File: src/rtl/lane_homography_backproject_core_macros.svh
// Assertion macros for the lane homography back-projection core.
`ifndef LANE_HOMOGRAPHY_BACKPROJECT_CORE_MACROS_SVH
`define LANE_HOMOGRAPHY_BACKPROJECT_CORE_MACROS_SVH

// Condition checked at every edge outside reset.
`define LHB_ASSERT_ALWAYS(lbl, cond, msg) \
   lbl: assert property (@(posedge clock) disable iff (reset) (cond)) else $error(msg);

// Condition on one edge implies a condition on the next edge.
`define LHB_ASSERT_NEXT(lbl, pre, post, msg) \
   lbl: assert property (@(posedge clock) disable iff (reset) (pre) |=> (post)) \
      else $error(msg);

`endif

File: src/rtl/lhb_pkg.sv
// Package for the lane homography back-projection core: types, constants, helpers.
package lhb_pkg;

   localparam int FRAME_HEIGHT = 720;
   localparam int MAX_LANES    = 5;

   localparam int COEF_W  = 40;
   localparam int PIX_W   = 16;
   localparam int Q8_W    = 24;
   localparam int ACC_W   = 58;
   localparam int MA_W    = COEF_W + 1;
   localparam int MB_W    = 26;
   localparam int PROD_W  = MA_W + MB_W;
   localparam int REM_W   = ACC_W + 24;
   localparam int QD_W    = 25;
   localparam int IDX_W   = 4;
   localparam int STG_W   = 5;
   localparam int DCNT_W  = 5;

   localparam logic [DCNT_W-1:0] DIV_LAST = DCNT_W'(QD_W + 1);

   localparam logic signed [Q8_W-1:0] Q8_MAX = 24'sh7FFFFF;
   localparam logic signed [Q8_W-1:0] Q8_MIN = 24'sh800000;
   localparam logic [Q8_W-1:0] Q8_LIM = 24'h800000;

   localparam logic signed [ACC_W-1:0] ONE_Q24 = ACC_W'(64'sd16777216);
   localparam logic signed [MB_W-1:0] BOTTOM_Q8 = MB_W'(FRAME_HEIGHT * 256);

   localparam logic [IDX_W-1:0] CSR_C00   = 4'd0;
   localparam logic [IDX_W-1:0] CSR_C11   = 4'd4;
   localparam logic [IDX_W-1:0] CSR_COUNT = 4'd8;

   localparam logic [2:0] SUB_WX   = 3'd0;
   localparam logic [2:0] SUB_WY   = 3'd1;
   localparam logic [2:0] SUB_NXX  = 3'd2;
   localparam logic [2:0] SUB_NXY  = 3'd3;
   localparam logic [2:0] SUB_NYX  = 3'd4;
   localparam logic [2:0] SUB_NYY  = 3'd5;
   localparam logic [2:0] SUB_DIVX = 3'd6;
   localparam logic [2:0] SUB_DIVY = 3'd7;

   localparam logic [STG_W-1:0] STG_FIRST    = 5'd0;
   localparam logic [STG_W-1:0] STG_MAC1_END = 5'd13;
   localparam logic [STG_W-1:0] STG_MAC0_END = 5'd5;
   localparam logic [STG_W-1:0] STG_DIVY0    = 5'd7;
   localparam logic [STG_W-1:0] STG_DIVY1    = 5'd15;
   localparam logic [STG_W-1:0] STG_SLOPE    = 5'd16;
   localparam logic [STG_W-1:0] STG_BOTTOM   = 5'd17;

   typedef enum logic [3:0] {
      ST_IDLE = 4'b0001,
      ST_MAC  = 4'b0010,
      ST_DIV  = 4'b0100,
      ST_BOOK = 4'b1000
   } state_type;

   // Q16.8 to integer pixels, truncated toward zero.
   function automatic logic [PIX_W-1:0] q8_to_pix(input logic [Q8_W-1:0] v);
      logic [Q8_W-1:0] adj;
      adj = v + (v[Q8_W-1] ? Q8_W'(255) : Q8_W'(0));
      return adj[Q8_W-1:8];
   endfunction

   function automatic logic [ACC_W-1:0] mag(input logic [ACC_W-1:0] v);
      return v[ACC_W-1] ? (~v + ACC_W'(1)) : v;
   endfunction

endpackage

File: src/rtl/lane_homography_backproject_core.sv
// Lane homography back-projection core: shared MAC and divider under a stage sequencer.
//
//  channel  | handshake            | payload
//  req      | req_valid/req_stall  | seg_start_x/y, seg_end_x/y, last_lane
//  rsp      | rsp_valid/rsp_stall  | orig_start_x/y, orig_bottom_x, frame_end, arrow_*
//  csr      | csr_valid/csr_ready  | csr_index, csr_data
//
// Each beat takes 13 MAC steps and five divides on one divider.
// The divider (one 82-bit compare/subtract per cycle) takes most of the time of a beat.
// A new beat is taken once the sequencer is idle; a held result does not block it.
// Reset (synchronous) restores the identity matrix and clears all frame state.
`include "lane_homography_backproject_core_macros.svh"

module lane_homography_backproject_core (
   input  logic        clock,
   input  logic        reset,
   input  logic        req_valid,
   output logic        req_stall,
   input  logic signed [15:0] req_seg_start_x,
   input  logic signed [15:0] req_seg_start_y,
   input  logic signed [15:0] req_seg_end_x,
   input  logic signed [15:0] req_seg_end_y,
   input  logic        req_last_lane,
   output logic        rsp_valid,
   input  logic        rsp_stall,
   output logic signed [15:0] rsp_orig_start_x,
   output logic signed [15:0] rsp_orig_start_y,
   output logic signed [15:0] rsp_orig_bottom_x,
   output logic        rsp_frame_end,
   output logic        rsp_arrow_present,
   output logic signed [15:0] rsp_arrow_pos_x,
   input  logic        csr_valid,
   output logic        csr_ready,
   input  logic [3:0]  csr_index,
   input  logic [39:0] csr_data
);

   lhb_pkg::state_type state_ff, state_in;
   logic [lhb_pkg::STG_W-1:0] stage_ff, stage_in;
   logic [lhb_pkg::DCNT_W-1:0] dcnt_ff, dcnt_in;

   logic [lhb_pkg::COEF_W-1:0] coef_ff [8];

   logic [lhb_pkg::PIX_W-1:0] sx_ff, sy_ff, ex_ff, ey_ff;
   logic last_ff;

   logic [lhb_pkg::ACC_W-1:0] acc_ff, acc_in, w_ff, w_in, nx_ff, nx_in, ny_ff, ny_in;
   logic [lhb_pkg::Q8_W-1:0] pax_ff, pax_in, pay_ff, pay_in, pbx_ff, pbx_in;
   logic [lhb_pkg::Q8_W-1:0] pby_ff, pby_in, qb_ff, qb_in;

   logic [lhb_pkg::REM_W-1:0] rem_ff, rem_in, dv_ff, dv_in;
   logic [lhb_pkg::QD_W-1:0] q_ff, q_in;
   logic neg_ff, neg_in, zero_ff, zero_in, nneg_ff, nneg_in;

   logic [lhb_pkg::Q8_W-1:0] pbot_ff, pbot_in, pst_ff, pst_in;
   logic [lhb_pkg::Q8_W:0] widest_ff, widest_in;
   logic [lhb_pkg::PIX_W-1:0] gapc_ff, gapc_in, arrow_ff, arrow_in;
   logic [2:0] lanes_ff, lanes_in;
   logic arrow_set_ff, arrow_set_in;

   logic rsp_valid_ff, rsp_valid_in;
   logic [lhb_pkg::PIX_W-1:0] o_sx_ff, o_sx_in, o_sy_ff, o_sy_in, o_bx_ff, o_bx_in;
   logic o_fe_ff, o_fe_in;

   logic [2:0] sub;
   logic pt;
   logic [lhb_pkg::PIX_W-1:0] cx, cy;
   logic signed [lhb_pkg::MA_W-1:0] ma;
   logic signed [lhb_pkg::MB_W-1:0] mb;
   logic signed [lhb_pkg::PROD_W-1:0] prod;
   logic [lhb_pkg::ACC_W-1:0] base, mac_sum;
   logic [lhb_pkg::Q8_W:0] dx, dy;
   logic signed [lhb_pkg::MB_W-1:0] tq;

   logic [lhb_pkg::ACC_W-1:0] dnum, dden;
   logic dsh8, ge;
   logic [lhb_pkg::Q8_W-1:0] mq, dres;

   logic [lhb_pkg::Q8_W:0] bsum, diff, ssum, sadj, sshift;
   logic [lhb_pkg::Q8_W-1:0] bottom;
   logic [3:0] count;
   logic accept, book_go, upd;
   logic [lhb_pkg::Q8_W:0] wg_new;
   logic [lhb_pkg::PIX_W-1:0] gc_new;

   assign accept    = req_valid && !req_stall;
   assign req_stall = (state_ff != lhb_pkg::ST_IDLE);
   assign csr_ready = 1'b1;

   assign sub = stage_ff[2:0];
   assign pt  = stage_ff[3];
   assign cx  = pt ? ex_ff : sx_ff;
   assign cy  = pt ? ey_ff : sy_ff;
   assign dx  = {pbx_ff[lhb_pkg::Q8_W-1], pbx_ff} - {pax_ff[lhb_pkg::Q8_W-1], pax_ff};
   assign dy  = {pby_ff[lhb_pkg::Q8_W-1], pby_ff} - {pay_ff[lhb_pkg::Q8_W-1], pay_ff};
   assign tq  = lhb_pkg::BOTTOM_Q8 - $signed({{2{pay_ff[lhb_pkg::Q8_W-1]}}, pay_ff});

   // shared multiply-accumulate operands
   always_comb begin
      ma   = '0;
      base = acc_ff;
      case (sub)
         lhb_pkg::SUB_WX: begin
            ma   = $signed({coef_ff[6][39], coef_ff[6]});
            base = lhb_pkg::ONE_Q24;
         end
         lhb_pkg::SUB_WY:  ma = $signed({coef_ff[7][39], coef_ff[7]});
         lhb_pkg::SUB_NXX: begin
            ma   = $signed({coef_ff[0][39], coef_ff[0]});
            base = {{18{coef_ff[2][39]}}, coef_ff[2]};
         end
         lhb_pkg::SUB_NXY: ma = $signed({coef_ff[1][39], coef_ff[1]});
         lhb_pkg::SUB_NYX: begin
            ma   = $signed({coef_ff[3][39], coef_ff[3]});
            base = {{18{coef_ff[5][39]}}, coef_ff[5]};
         end
         lhb_pkg::SUB_NYY: ma = $signed({coef_ff[4][39], coef_ff[4]});
         default: ma = '0;
      endcase
      mb = sub[0] ? $signed({{10{cy[15]}}, cy}) : $signed({{10{cx[15]}}, cx});
      if (stage_ff == lhb_pkg::STG_SLOPE) begin
         ma   = $signed({{16{dx[24]}}, dx});
         mb   = tq;
         base = '0;
      end
   end

   assign prod    = ma * mb;
   assign mac_sum = base + prod[lhb_pkg::ACC_W-1:0];

   // divider operands and result
   always_comb begin
      dnum = nx_ff;
      dden = w_ff;
      dsh8 = 1'b1;
      if (stage_ff == lhb_pkg::STG_BOTTOM) begin
         dden = {{33{dy[24]}}, dy};
         dsh8 = 1'b0;
      end else if (sub == lhb_pkg::SUB_DIVY) begin
         dnum = ny_ff;
      end
   end

   assign ge = (rem_ff >= dv_ff);

   always_comb begin
      if (q_ff[lhb_pkg::QD_W-1] || (q_ff[lhb_pkg::Q8_W-1:0] > lhb_pkg::Q8_LIM)) begin
         mq = lhb_pkg::Q8_LIM;
      end else begin
         mq = q_ff[lhb_pkg::Q8_W-1:0];
      end
      if (zero_ff) begin
         dres = nneg_ff ? lhb_pkg::Q8_MIN : lhb_pkg::Q8_MAX;
      end else if (neg_ff) begin
         dres = ~mq + lhb_pkg::Q8_W'(1);
      end else if (mq == lhb_pkg::Q8_LIM) begin
         dres = lhb_pkg::Q8_MAX;
      end else begin
         dres = mq;
      end
   end

   // lane bookkeeping
   always_comb begin
      bsum = {pax_ff[23], pax_ff} + {qb_ff[23], qb_ff};
      if (zero_ff) begin
         bottom = qb_ff;
      end else if (bsum[24] != bsum[23]) begin
         bottom = bsum[24] ? lhb_pkg::Q8_MIN : lhb_pkg::Q8_MAX;
      end else begin
         bottom = bsum[23:0];
      end
      diff   = {pbot_ff[23], pbot_ff} - {bottom[23], bottom};
      ssum   = {pst_ff[23], pst_ff} + {pax_ff[23], pax_ff};
      sadj   = ssum + (ssum[24] ? 25'd511 : 25'd0);
      sshift = $signed(sadj) >>> 9;
      upd    = (lanes_ff != 3'd0) && !pbot_ff[23] && !bottom[23]
               && ($signed(diff) < $signed(widest_ff));
      wg_new = upd ? diff : widest_ff;
      gc_new = upd ? sshift[15:0] : gapc_ff;
      count  = {1'b0, lanes_ff} + 4'd1;
   end

   assign book_go = (state_ff == lhb_pkg::ST_BOOK) && (!rsp_valid_ff || !rsp_stall);

   always_comb begin
      state_in = state_ff;
      stage_in = stage_ff;
      dcnt_in  = dcnt_ff;
      acc_in = acc_ff;  w_in = w_ff;  nx_in = nx_ff;  ny_in = ny_ff;
      pax_in = pax_ff;  pay_in = pay_ff;  pbx_in = pbx_ff;  pby_in = pby_ff;  qb_in = qb_ff;
      rem_in = rem_ff;  dv_in = dv_ff;  q_in = q_ff;
      neg_in = neg_ff;  zero_in = zero_ff;  nneg_in = nneg_ff;
      pbot_in = pbot_ff;  pst_in = pst_ff;  widest_in = widest_ff;  gapc_in = gapc_ff;
      lanes_in = lanes_ff;  arrow_in = arrow_ff;  arrow_set_in = arrow_set_ff;
      o_sx_in = o_sx_ff;  o_sy_in = o_sy_ff;  o_bx_in = o_bx_ff;  o_fe_in = o_fe_ff;
      rsp_valid_in = rsp_valid_ff && rsp_stall;

      case (state_ff)
         lhb_pkg::ST_IDLE: begin
            if (accept) begin
               state_in = lhb_pkg::ST_MAC;
               stage_in = lhb_pkg::STG_FIRST;
            end
         end
         lhb_pkg::ST_MAC: begin
            if (stage_ff == lhb_pkg::STG_SLOPE) begin
               nx_in = mac_sum;
            end else begin
               case (sub)
                  lhb_pkg::SUB_WY:  w_in  = mac_sum;
                  lhb_pkg::SUB_NXY: nx_in = mac_sum;
                  lhb_pkg::SUB_NYY: ny_in = mac_sum;
                  default:          acc_in = mac_sum;
               endcase
            end
            stage_in = stage_ff + lhb_pkg::STG_W'(1);
            if (stage_ff == lhb_pkg::STG_MAC0_END || stage_ff == lhb_pkg::STG_MAC1_END
                || stage_ff == lhb_pkg::STG_SLOPE) begin
               state_in = lhb_pkg::ST_DIV;
               dcnt_in  = '0;
            end
         end
         lhb_pkg::ST_DIV: begin
            if (dcnt_ff == '0) begin
               rem_in  = dsh8 ? {16'd0, lhb_pkg::mag(dnum), 8'd0}
                              : {24'd0, lhb_pkg::mag(dnum)};
               dv_in   = {lhb_pkg::mag(dden), 24'd0};
               q_in    = '0;
               neg_in  = dnum[lhb_pkg::ACC_W-1] ^ dden[lhb_pkg::ACC_W-1];
               nneg_in = dnum[lhb_pkg::ACC_W-1];
               zero_in = (dden == '0);
               dcnt_in = dcnt_ff + lhb_pkg::DCNT_W'(1);
            end else if (dcnt_ff != lhb_pkg::DIV_LAST) begin
               rem_in  = ge ? (rem_ff - dv_ff) : rem_ff;
               dv_in   = dv_ff >> 1;
               q_in    = {q_ff[lhb_pkg::QD_W-2:0], ge};
               dcnt_in = dcnt_ff + lhb_pkg::DCNT_W'(1);
            end else begin
               dcnt_in  = '0;
               stage_in = stage_ff + lhb_pkg::STG_W'(1);
               if (stage_ff == lhb_pkg::STG_BOTTOM) begin
                  qb_in    = dres;
                  state_in = lhb_pkg::ST_BOOK;
               end else begin
                  case ({pt, sub[0]})
                     2'b00:   pax_in = dres;
                     2'b01:   pay_in = dres;
                     2'b10:   pbx_in = dres;
                     default: pby_in = dres;
                  endcase
                  if (stage_ff == lhb_pkg::STG_DIVY0 || stage_ff == lhb_pkg::STG_DIVY1) begin
                     state_in = lhb_pkg::ST_MAC;
                  end
               end
            end
         end
         lhb_pkg::ST_BOOK: begin
            if (book_go) begin
               state_in     = lhb_pkg::ST_IDLE;
               rsp_valid_in = 1'b1;
               pbot_in      = bottom;
               pst_in       = pax_ff;
               widest_in    = wg_new;
               gapc_in      = gc_new;
               if (last_ff) begin
                  if (count <= 4'(lhb_pkg::MAX_LANES) && wg_new != '0) begin
                     arrow_in     = gc_new;
                     arrow_set_in = 1'b1;
                  end
                  lanes_in  = '0;
                  widest_in = '0;
                  gapc_in   = '0;
               end else if (lanes_ff != 3'd7) begin
                  lanes_in = lanes_ff + 3'd1;
               end
               o_sx_in = lhb_pkg::q8_to_pix(pax_ff);
               o_sy_in = lhb_pkg::q8_to_pix(pay_ff);
               o_bx_in = lhb_pkg::q8_to_pix(bottom);
               o_fe_in = last_ff;
            end
         end
         default: state_in = lhb_pkg::ST_IDLE;
      endcase
   end

   always_ff @(posedge clock) begin
      if (reset) begin
         state_ff     <= lhb_pkg::ST_IDLE;
         stage_ff     <= '0;
         dcnt_ff      <= '0;
         rsp_valid_ff <= 1'b0;
         pbot_ff      <= '0;
         pst_ff       <= '0;
         widest_ff    <= '0;
         gapc_ff      <= '0;
         lanes_ff     <= '0;
         arrow_ff     <= '0;
         arrow_set_ff <= 1'b0;
         for (int i = 0; i < 8; i++) begin
            coef_ff[i] <= (i == int'(lhb_pkg::CSR_C00) || i == int'(lhb_pkg::CSR_C11))
                          ? 40'd16777216 : 40'd0;
         end
      end else begin
         state_ff     <= state_in;
         stage_ff     <= stage_in;
         dcnt_ff      <= dcnt_in;
         rsp_valid_ff <= rsp_valid_in;
         pbot_ff      <= pbot_in;
         pst_ff       <= pst_in;
         widest_ff    <= widest_in;
         gapc_ff      <= gapc_in;
         lanes_ff     <= lanes_in;
         arrow_ff     <= arrow_in;
         arrow_set_ff <= arrow_set_in;
         if (csr_valid && csr_ready && csr_index < lhb_pkg::CSR_COUNT) begin
            coef_ff[csr_index[2:0]] <= csr_data;
         end
      end
   end

   always_ff @(posedge clock) begin
      if (accept) begin
         sx_ff   <= req_seg_start_x;
         sy_ff   <= req_seg_start_y;
         ex_ff   <= req_seg_end_x;
         ey_ff   <= req_seg_end_y;
         last_ff <= req_last_lane;
      end
      acc_ff <= acc_in;  w_ff <= w_in;  nx_ff <= nx_in;  ny_ff <= ny_in;
      pax_ff <= pax_in;  pay_ff <= pay_in;  pbx_ff <= pbx_in;  pby_ff <= pby_in;
      qb_ff  <= qb_in;
      rem_ff <= rem_in;  dv_ff <= dv_in;  q_ff <= q_in;
      neg_ff <= neg_in;  zero_ff <= zero_in;  nneg_ff <= nneg_in;
      o_sx_ff <= o_sx_in;  o_sy_ff <= o_sy_in;  o_bx_ff <= o_bx_in;  o_fe_ff <= o_fe_in;
   end

   assign rsp_valid         = rsp_valid_ff;
   assign rsp_orig_start_x  = o_sx_ff;
   assign rsp_orig_start_y  = o_sy_ff;
   assign rsp_orig_bottom_x = o_bx_ff;
   assign rsp_frame_end     = o_fe_ff;
   assign rsp_arrow_present = arrow_set_ff;
   assign rsp_arrow_pos_x   = arrow_ff;

   `LHB_ASSERT_ALWAYS(a_gap_not_positive, widest_ff[24] || widest_ff == '0, "widest gap positive")
   `LHB_ASSERT_ALWAYS(a_div_count_range, dcnt_ff <= lhb_pkg::DIV_LAST, "divider count overrun")
   `LHB_ASSERT_NEXT(a_rsp_from_book, !rsp_valid_ff, !rsp_valid_ff || $past(book_go), "stray result")
   `LHB_ASSERT_NEXT(a_arrow_sticky, arrow_set_ff, arrow_set_ff, "arrow flag dropped")

endmodule

File: config.mk
export PLATFORM = sky130hd
export DESIGN_NAME = lane_homography_backproject_core
export DESIGN_NICKNAME = d
export VERILOG_FILES = /design/src/rtl/lhb_pkg.sv /design/src/rtl/lane_homography_backproject_core.sv
export VERILOG_INCLUDE_DIRS = /design/src /design/src/rtl
export SDC_FILE = /design/constraint.sdc
export NUM_CORES = 2
export LEC_CHECK = 0
export BUFFER_PORTS_ARGS = -buffer_cell sky130_fd_sc_hd__buf_2
export CAP_MARGIN = 20
export CORE_ASPECT_RATIO = 1.75
export CORE_UTILIZATION = 60
export CTS_BUF_LIST = sky130_fd_sc_hd__clkbuf_4
export CTS_CLUSTER_SIZE = 14
export DETAILED_ROUTE_END_ITERATION = 7
export GPL_TIMING_DRIVEN = 1
export PLACE_DENSITY = 0.77
export SETUP_SLACK_MARGIN = 0.02
export SYNTH_ARGS = -nofsm -noshare
export SYNTH_HDL_FRONTEND = slang
export SYNTH_SLANG_ARGS = --single-unit
File: constraint.sdc
create_clock -name clock -period 11.1 [get_ports clock]
set_input_delay 2.22 -clock clock [delete_from_list [all_inputs] [get_ports clock]]
set_output_delay 2.22 -clock clock [all_outputs]
set_load 0.02 [all_outputs]
**Word level (Yosys, flattened, before mapping)**

Memories as Yosys holds them, arrays and structs flattened.
Cells that the tools add are included.

- Add/subtract/negate cells: 19
- $mul: 1
- $lt $le $gt $ge: 5
- Eq/ne operators: 29
- Muxes and demuxes: 66
- Bitwise logic cells: 10
- Reduce and logical (&&, ||, !) cells: 51

Operator list:

| kind | count |
|---|---|
| 58-bit two-way mux | 8 |
| 82-bit two-way mux | 5 |
| 41-bit one-hot mux with 6 select lines | 1 |
| 24-bit two-way mux | 8 |
| 58-bit one-hot mux with 3 select lines | 1 |
| 58-bit by 1-bit adder with 58-bit output (second input constant) | 2 |
| 58-bit inverter | 2 |
| 82-bit greater-or-equal comparator | 1 |
| 82-bit subtractor | 1 |
| 25-bit two-way mux | 3 |
| 24-bit by 24-bit subtractor with 25-bit output | 3 |
| 24-bit by 8-bit adder with 24-bit output | 3 |
| 66-bit two-way mux | 1 |
| 16-bit two-way mux | 4 |
| 58-bit adder | 1 |
| 58-bit logical NOT | 1 |
| 41-bit by 26-bit multiplier with 58-bit output | 1 |
| 26-bit two-way mux | 2 |
| 24-bit by 24-bit adder with 25-bit output | 2 |
| 41-bit two-way mux | 1 |
| 40-bit two-way mux | 1 |
| 40-bit OR reduction | 1 |
| 5-bit two-way mux | 6 |
| 4-bit two-way mux | 7 |
| other kinds (53) | 115 |

- Register bits after elaboration: 782
- RAM bits: 320
- Input port bits: 114
- Word-level logic and storage cells: 218
- Memories: 1

Memories:

| memory | words | width | read ports | clocked after Yosys merged registers in | write ports | RTL line | source |
|---|---|---|---|---|---|---|---|
| coef_ff | 8 | 40 | 8 | 0 | 8 | lane_homography_backproject_core.sv:42 | `logic [lhb_pkg::COEF_W-1:0] coef_ff [8];` |

**Logic depth before layout (Yosys ltp)**

- Word-level depth: 11
- Mapped depth: 43
- Depth with buffers taken out: 42

**Worst setup path before layout**

No wires, ideal clock.

- Path type: register -> register
- Start point: reg pax_ff[2] (netlist name)
- End point: reg acc_ff[57] (netlist name), data pin
- Library setup time: 0.274 ns
- Data arrival time: 9.561 ns
- Data required time: 10.826 ns
- Slack: 1.265 ns
- Cell stages (with the launch flop): 42
- Path buffers: 2
- Cells stage by stage: edfxtp_1 -> inv_1 -> ha_1 -> nor2b_1 -> nor3_1 -> o21ai_0 -> o311ai_0 -> a21oi_1 -> a21o_1 -> o21a_1 -> o21ai_0 -> a221oi_1 -> clkbuf_1 -> a41oi_1 -> clkbuf_1 -> nand2_1 -> fa_1 -> inv_1 -> [6 not listed] -> fa_1 -> inv_1 -> fa_1 -> inv_1 -> fa_1 -> inv_1 -> ha_1 -> a21o_1 -> a21o_1 -> a21oi_1 -> nand2_1 -> or2_2 -> o21ai_0 -> o21ai_0 -> nand4_1 -> and3_1 -> o21ai_0 -> xnor2_1

- Cells in the longest elaborated chain, start to end: 4

Ends and longest elaborated chain:

| what | RTL line | source |
|---|---|---|
| from (decl) | lane_homography_backproject_core.sv:48 | `logic [lhb_pkg::Q8_W-1:0] pax_ff, pax_in, pay_ff, pay_in, pbx_ff, pbx_in;` |
| from (signal assigned) | lane_homography_backproject_core.sv:331 | `pax_ff <= pax_in; pay_ff <= pay_in; pbx_ff <= pbx_in; pby_ff <= pby_in;` |
| 24-bit by 24-bit subtractor with 25-bit output | lane_homography_backproject_core.sv:94 | `assign dx = {pbx_ff[lhb_pkg::Q8_W-1], pbx_ff} - {pax_ff[lhb_pkg::Q8_W-1], pax_ff};` |
| 41-bit two-way mux | lane_homography_backproject_core.sv:121 | `if (stage_ff == lhb_pkg::STG_SLOPE) begin` |
| 41-bit by 26-bit multiplier with 58-bit output | lane_homography_backproject_core.sv:128 | `assign prod = ma * mb;` |
| 58-bit adder | lane_homography_backproject_core.sv:129 | `assign mac_sum = base + prod[lhb_pkg::ACC_W-1:0];` |
| via mac_sum (one bit) | lane_homography_backproject_core.sv:71 | `logic [lhb_pkg::ACC_W-1:0] base, mac_sum;` |
| to (signal assigned) | lane_homography_backproject_core.sv:330 | `acc_ff <= acc_in; w_ff <= w_in; nx_ff <= nx_in; ny_ff <= ny_in;` |
| to (decl) | lane_homography_backproject_core.sv:47 | `logic [lhb_pkg::ACC_W-1:0] acc_ff, acc_in, w_ff, w_in, nx_ff, nx_in, ny_ff, ny_in;` |

The timed path passes the listed nets, and every way through them passes these cells.
A chain may end at the register's enable or synchronous reset.

**Worst setup path in the final report**

- Start point: reg pax_ff[2] (netlist name)
- End point: reg ny_ff[43] (netlist name), data pin

- Cells in the longest elaborated chain, start to end: 4

Ends and longest elaborated chain:

| what | RTL line |
|---|---|
| 24-bit by 24-bit subtractor with 25-bit output | lane_homography_backproject_core.sv:94 |
| 41-bit two-way mux | lane_homography_backproject_core.sv:121 |
| 41-bit by 26-bit multiplier with 58-bit output | lane_homography_backproject_core.sv:128 |
| 58-bit adder | lane_homography_backproject_core.sv:129 |
| via mac_sum (one bit) | lane_homography_backproject_core.sv:71 |
| to (signal assigned) | lane_homography_backproject_core.sv:330 |
| to (decl) | lane_homography_backproject_core.sv:47 |

The timed path passes the listed nets, and every way through them passes these cells.

==> impl_metrics.toml <==
[run_status]
outcome = "finished, violations left"
violations = "design-rule violations"

[floorplanning]
rows = 194
design.portCount = 183
start_util_pct = 60.51
design.die.area_um2 = 162700
chipHeight_um = 532.9
chipWidth_um = 305.4
design.core.area_um2 = 159700

[yosys]
synth.area.top_cells = "edfxtp_1 30%, fa_1 21%, ha_1 5.9%, inv_1 5.5%, nand2_1 4.1%"
synthTopCellsByCount = "1408 x inv_1, 1066 x nand2_1, 1037 x fa_1"
mappedNetlistArea_um2 = 96640
synth.distinct_cells = 114
synthMostInstantiatedCell = "inv_1"
yosys_most_used_dff = "edfxtp_1"
synth_edf_count = 978
yosys.area.top_type = "edfxtp_1"
synth_largest_type_area_fraction_pct = 30.39
synth-seq-area-share_pct = 32.96
synth_nets = 11380
yosys_warnings = 0
avgSynthCellArea_um2 = 9.892
cell_count_after_synthesis = 9770
synth.ff_latch_count = 1102
ys_async_sr_fraction_pct = 0

[sta]
setup_viol = 0
layout_setup_ws_ns = 0.4186
timing.clock.skew_ns = 0.1535
worst_max_slew_pin_slew_ns = 1.334
period_share_pct = 96.23
max_freq_mhz = 93.62
setup_repair_after_global_routing_missed_its_margin = "false"
finalCriticalPeriod_ns = 10.68
worst_hold_slack_ns = 0.4438
timing.final.hold_violations = 0
number_of_max_slew_violations_in_the_final_report = 0
slew_headroom_pct = 11.07

[layout]
fin_cells = 12360
area_growth_pct = 8.766
drive_above_1_share_pct = 11.67
final_instance_area_um2 = 105100
final_net_count = 11700
fill_cells = 12820

[critical_path]
crit_path_start = "pax_ff[2]$_DFFE_PP_"
cpMostUsedCell = "fa_1"
critPathKind = "flip-flop to flip-flop"
rr_startpoint = "pax_ff[2]$_DFFE_PP_"
crit_fanout = 16
startpoint_type = "flip-flop"
cpMaxStageDelayCell = "fa_1"
worst-r2r-cell-count = 42
end_kind = "flip-flop"
cp_data_required_time_ns = 11.93
arrival_ns = 11.51
critical-path-max-stage-delay_ns = 0.54

[place]
numPlacedInstances = 11870
place.gp.congestion = 1.036
dp.final_hpwl_um = 254200
placement.setup.worst_slack_ns = -0.08283
placed_area_um2 = 101400
buffer_ports.inserted = 181

[routing]
drt-vias-per-instance = 6.202
drtAntennaViolNets = 0
drt-total-wl_um = 325700
drc = 1
dr.first_iter.drc_count = 6778
via_count = 76670
route.detailed.wl_per_inst_um = 26.35
drtPass1Iterations = 8

[worst_hold_path]
hold_path.class = "flip-flop to flip-flop"
hold-path-cell-count = 2
hold_start = "rsp_arrow_present$_SDFFE_PP0P_"

[run]
max_cap_viol_count = 0

[grt]
antenna_found_initial = 24
grt_pass1_vias = 79520
global_route_wire_length_before_repair_um = 485700
grt_max_degree = 94
global_route.usage.total_pct = 40.29
grt_overflow_total = 0

[clock_network]
ctsRootBufferMaster = "clkbuf_4"
clockBufferDepth = 4
max_h_tree_level = 5
hold_buffers = 0
cts_inserted_buffers = 272
clk-insertion-delay-late_ns = 1.22
tritoncts = "done"
path_clk_slew_ns = 0.07
clock_sink_count = 1102
-- flip-flops by register name (all words and copies together), names as in the netlist, 25 cells and up --
signal     count
w_ff          58
q_ff          25
nx_ff         58
coef_ff      320
dv_ff         82
rem_ff        82
widest_ff     25
ny_ff         58
acc_ff        58
-- cells by family (layout without fill, tap and decap cells) --
group / count (synthesis) / count (layout) / share of synthesized area [%]
compound gates: 1674 / 1674 / 11.33
xor+xnor: 437 / 437 / 3.960
fa+ha+maj: 1494 / 1494 / 27.40
buf+inv: 1884 / 2389 / 7.373
flops: 1102 / 1102 / 32.96
mux: 218 / 218 / 2.567
other cells: 1 / 30 / 0.003880
simple gates: 2960 / 2960 / 14.41
-- per-layer routing --
metal  wire length, µm  part of all wire [%]  global-route usage (%)
met5                76                 0.023                       0
met4             34830                    11                   36.97
met3             26020                   8.0                   8.065
met2            158800                    49                   67.58
met1            105900                    33                   42.60
-- what timing repair did --
item | CTS | global route
resized for setup | 3 | 24
setup endpoints to repair | 12 | 84
pin swaps | 0 | 1
setup buffers | 0 | 4
gates cloned | 0 | 0
-- critical path: cells and delay by family, from the launching register on --
family                     cells  cell delay, ns
DFF                            1            0.42
AOI/OAI and AO/OA             10            2.25
adders and majority gates      9            4.10
buffers and inverters         12            1.58
and+or+nand+nor                9            1.45
xor gates and xnor gates       2            0.53
-- cell type report --
class,count,area [µm²],share of cell area (%)
Multi-Input combinational cell,6784,58310,55.47
Sequential cell,1102,31860,30.31
Inverter,1410,5294,5.036
Timing Repair Buffer,517,3566,3.392
Clock buffer,367,2755,2.621
Tap cell,2058,2575,2.450
Clock inverter,95,691.9,0.6582
Antenna cell,29,72.57,0.06904
-- layout by cell type, fill, tap and decap left out, types with 92 or more instances in the layout --
master       n
inv_1     1407
nand2_1   1066
fa_1      1037
edfxtp_1   978
nor2_1     747
ha_1       454
a21oi_1    440
and2_1     421
clkbuf_4   367
o21ai_0    336
buf_4      325
xnor2_1    283
buf_2      180
a21o_1     153
xor2_1     153
dfxtp_1    122
mux2i_1    120
nor3_1     115
nor2b_1    102
nand3_1     92
-- worst paths after layout --
path / endpoint / slack [ns]
setup / recovery: ny_ff[43]$_DFFE_PP_ / 0.42
hold / removal: rsp_arrow_present$_SDFFE_PP0P_ / 0.44
setup reg to reg: ny_ff[43]$_DFFE_PP_ / 0.42
hold reg to reg: rsp_arrow_present$_SDFFE_PP0P_ / 0.44
-- metrics by stage --
| step | setup TNS [ns] | utilization, % |
|---|---|---|
| 2_1_floorplan | 0 | - |
| 3_3_place_gp | 0 | 63.47 |
| 3_5_place_dp | -0.4927 | 63.50 |
| 4_1_cts | 0 | 65.67 |
| 5_1_grt | 0 | 65.79 |
| 6_report | 0 | 65.81 |
Power is not shown: default switching activity piles up to over one toggle a cycle in this logic, so the estimate is an artifact.
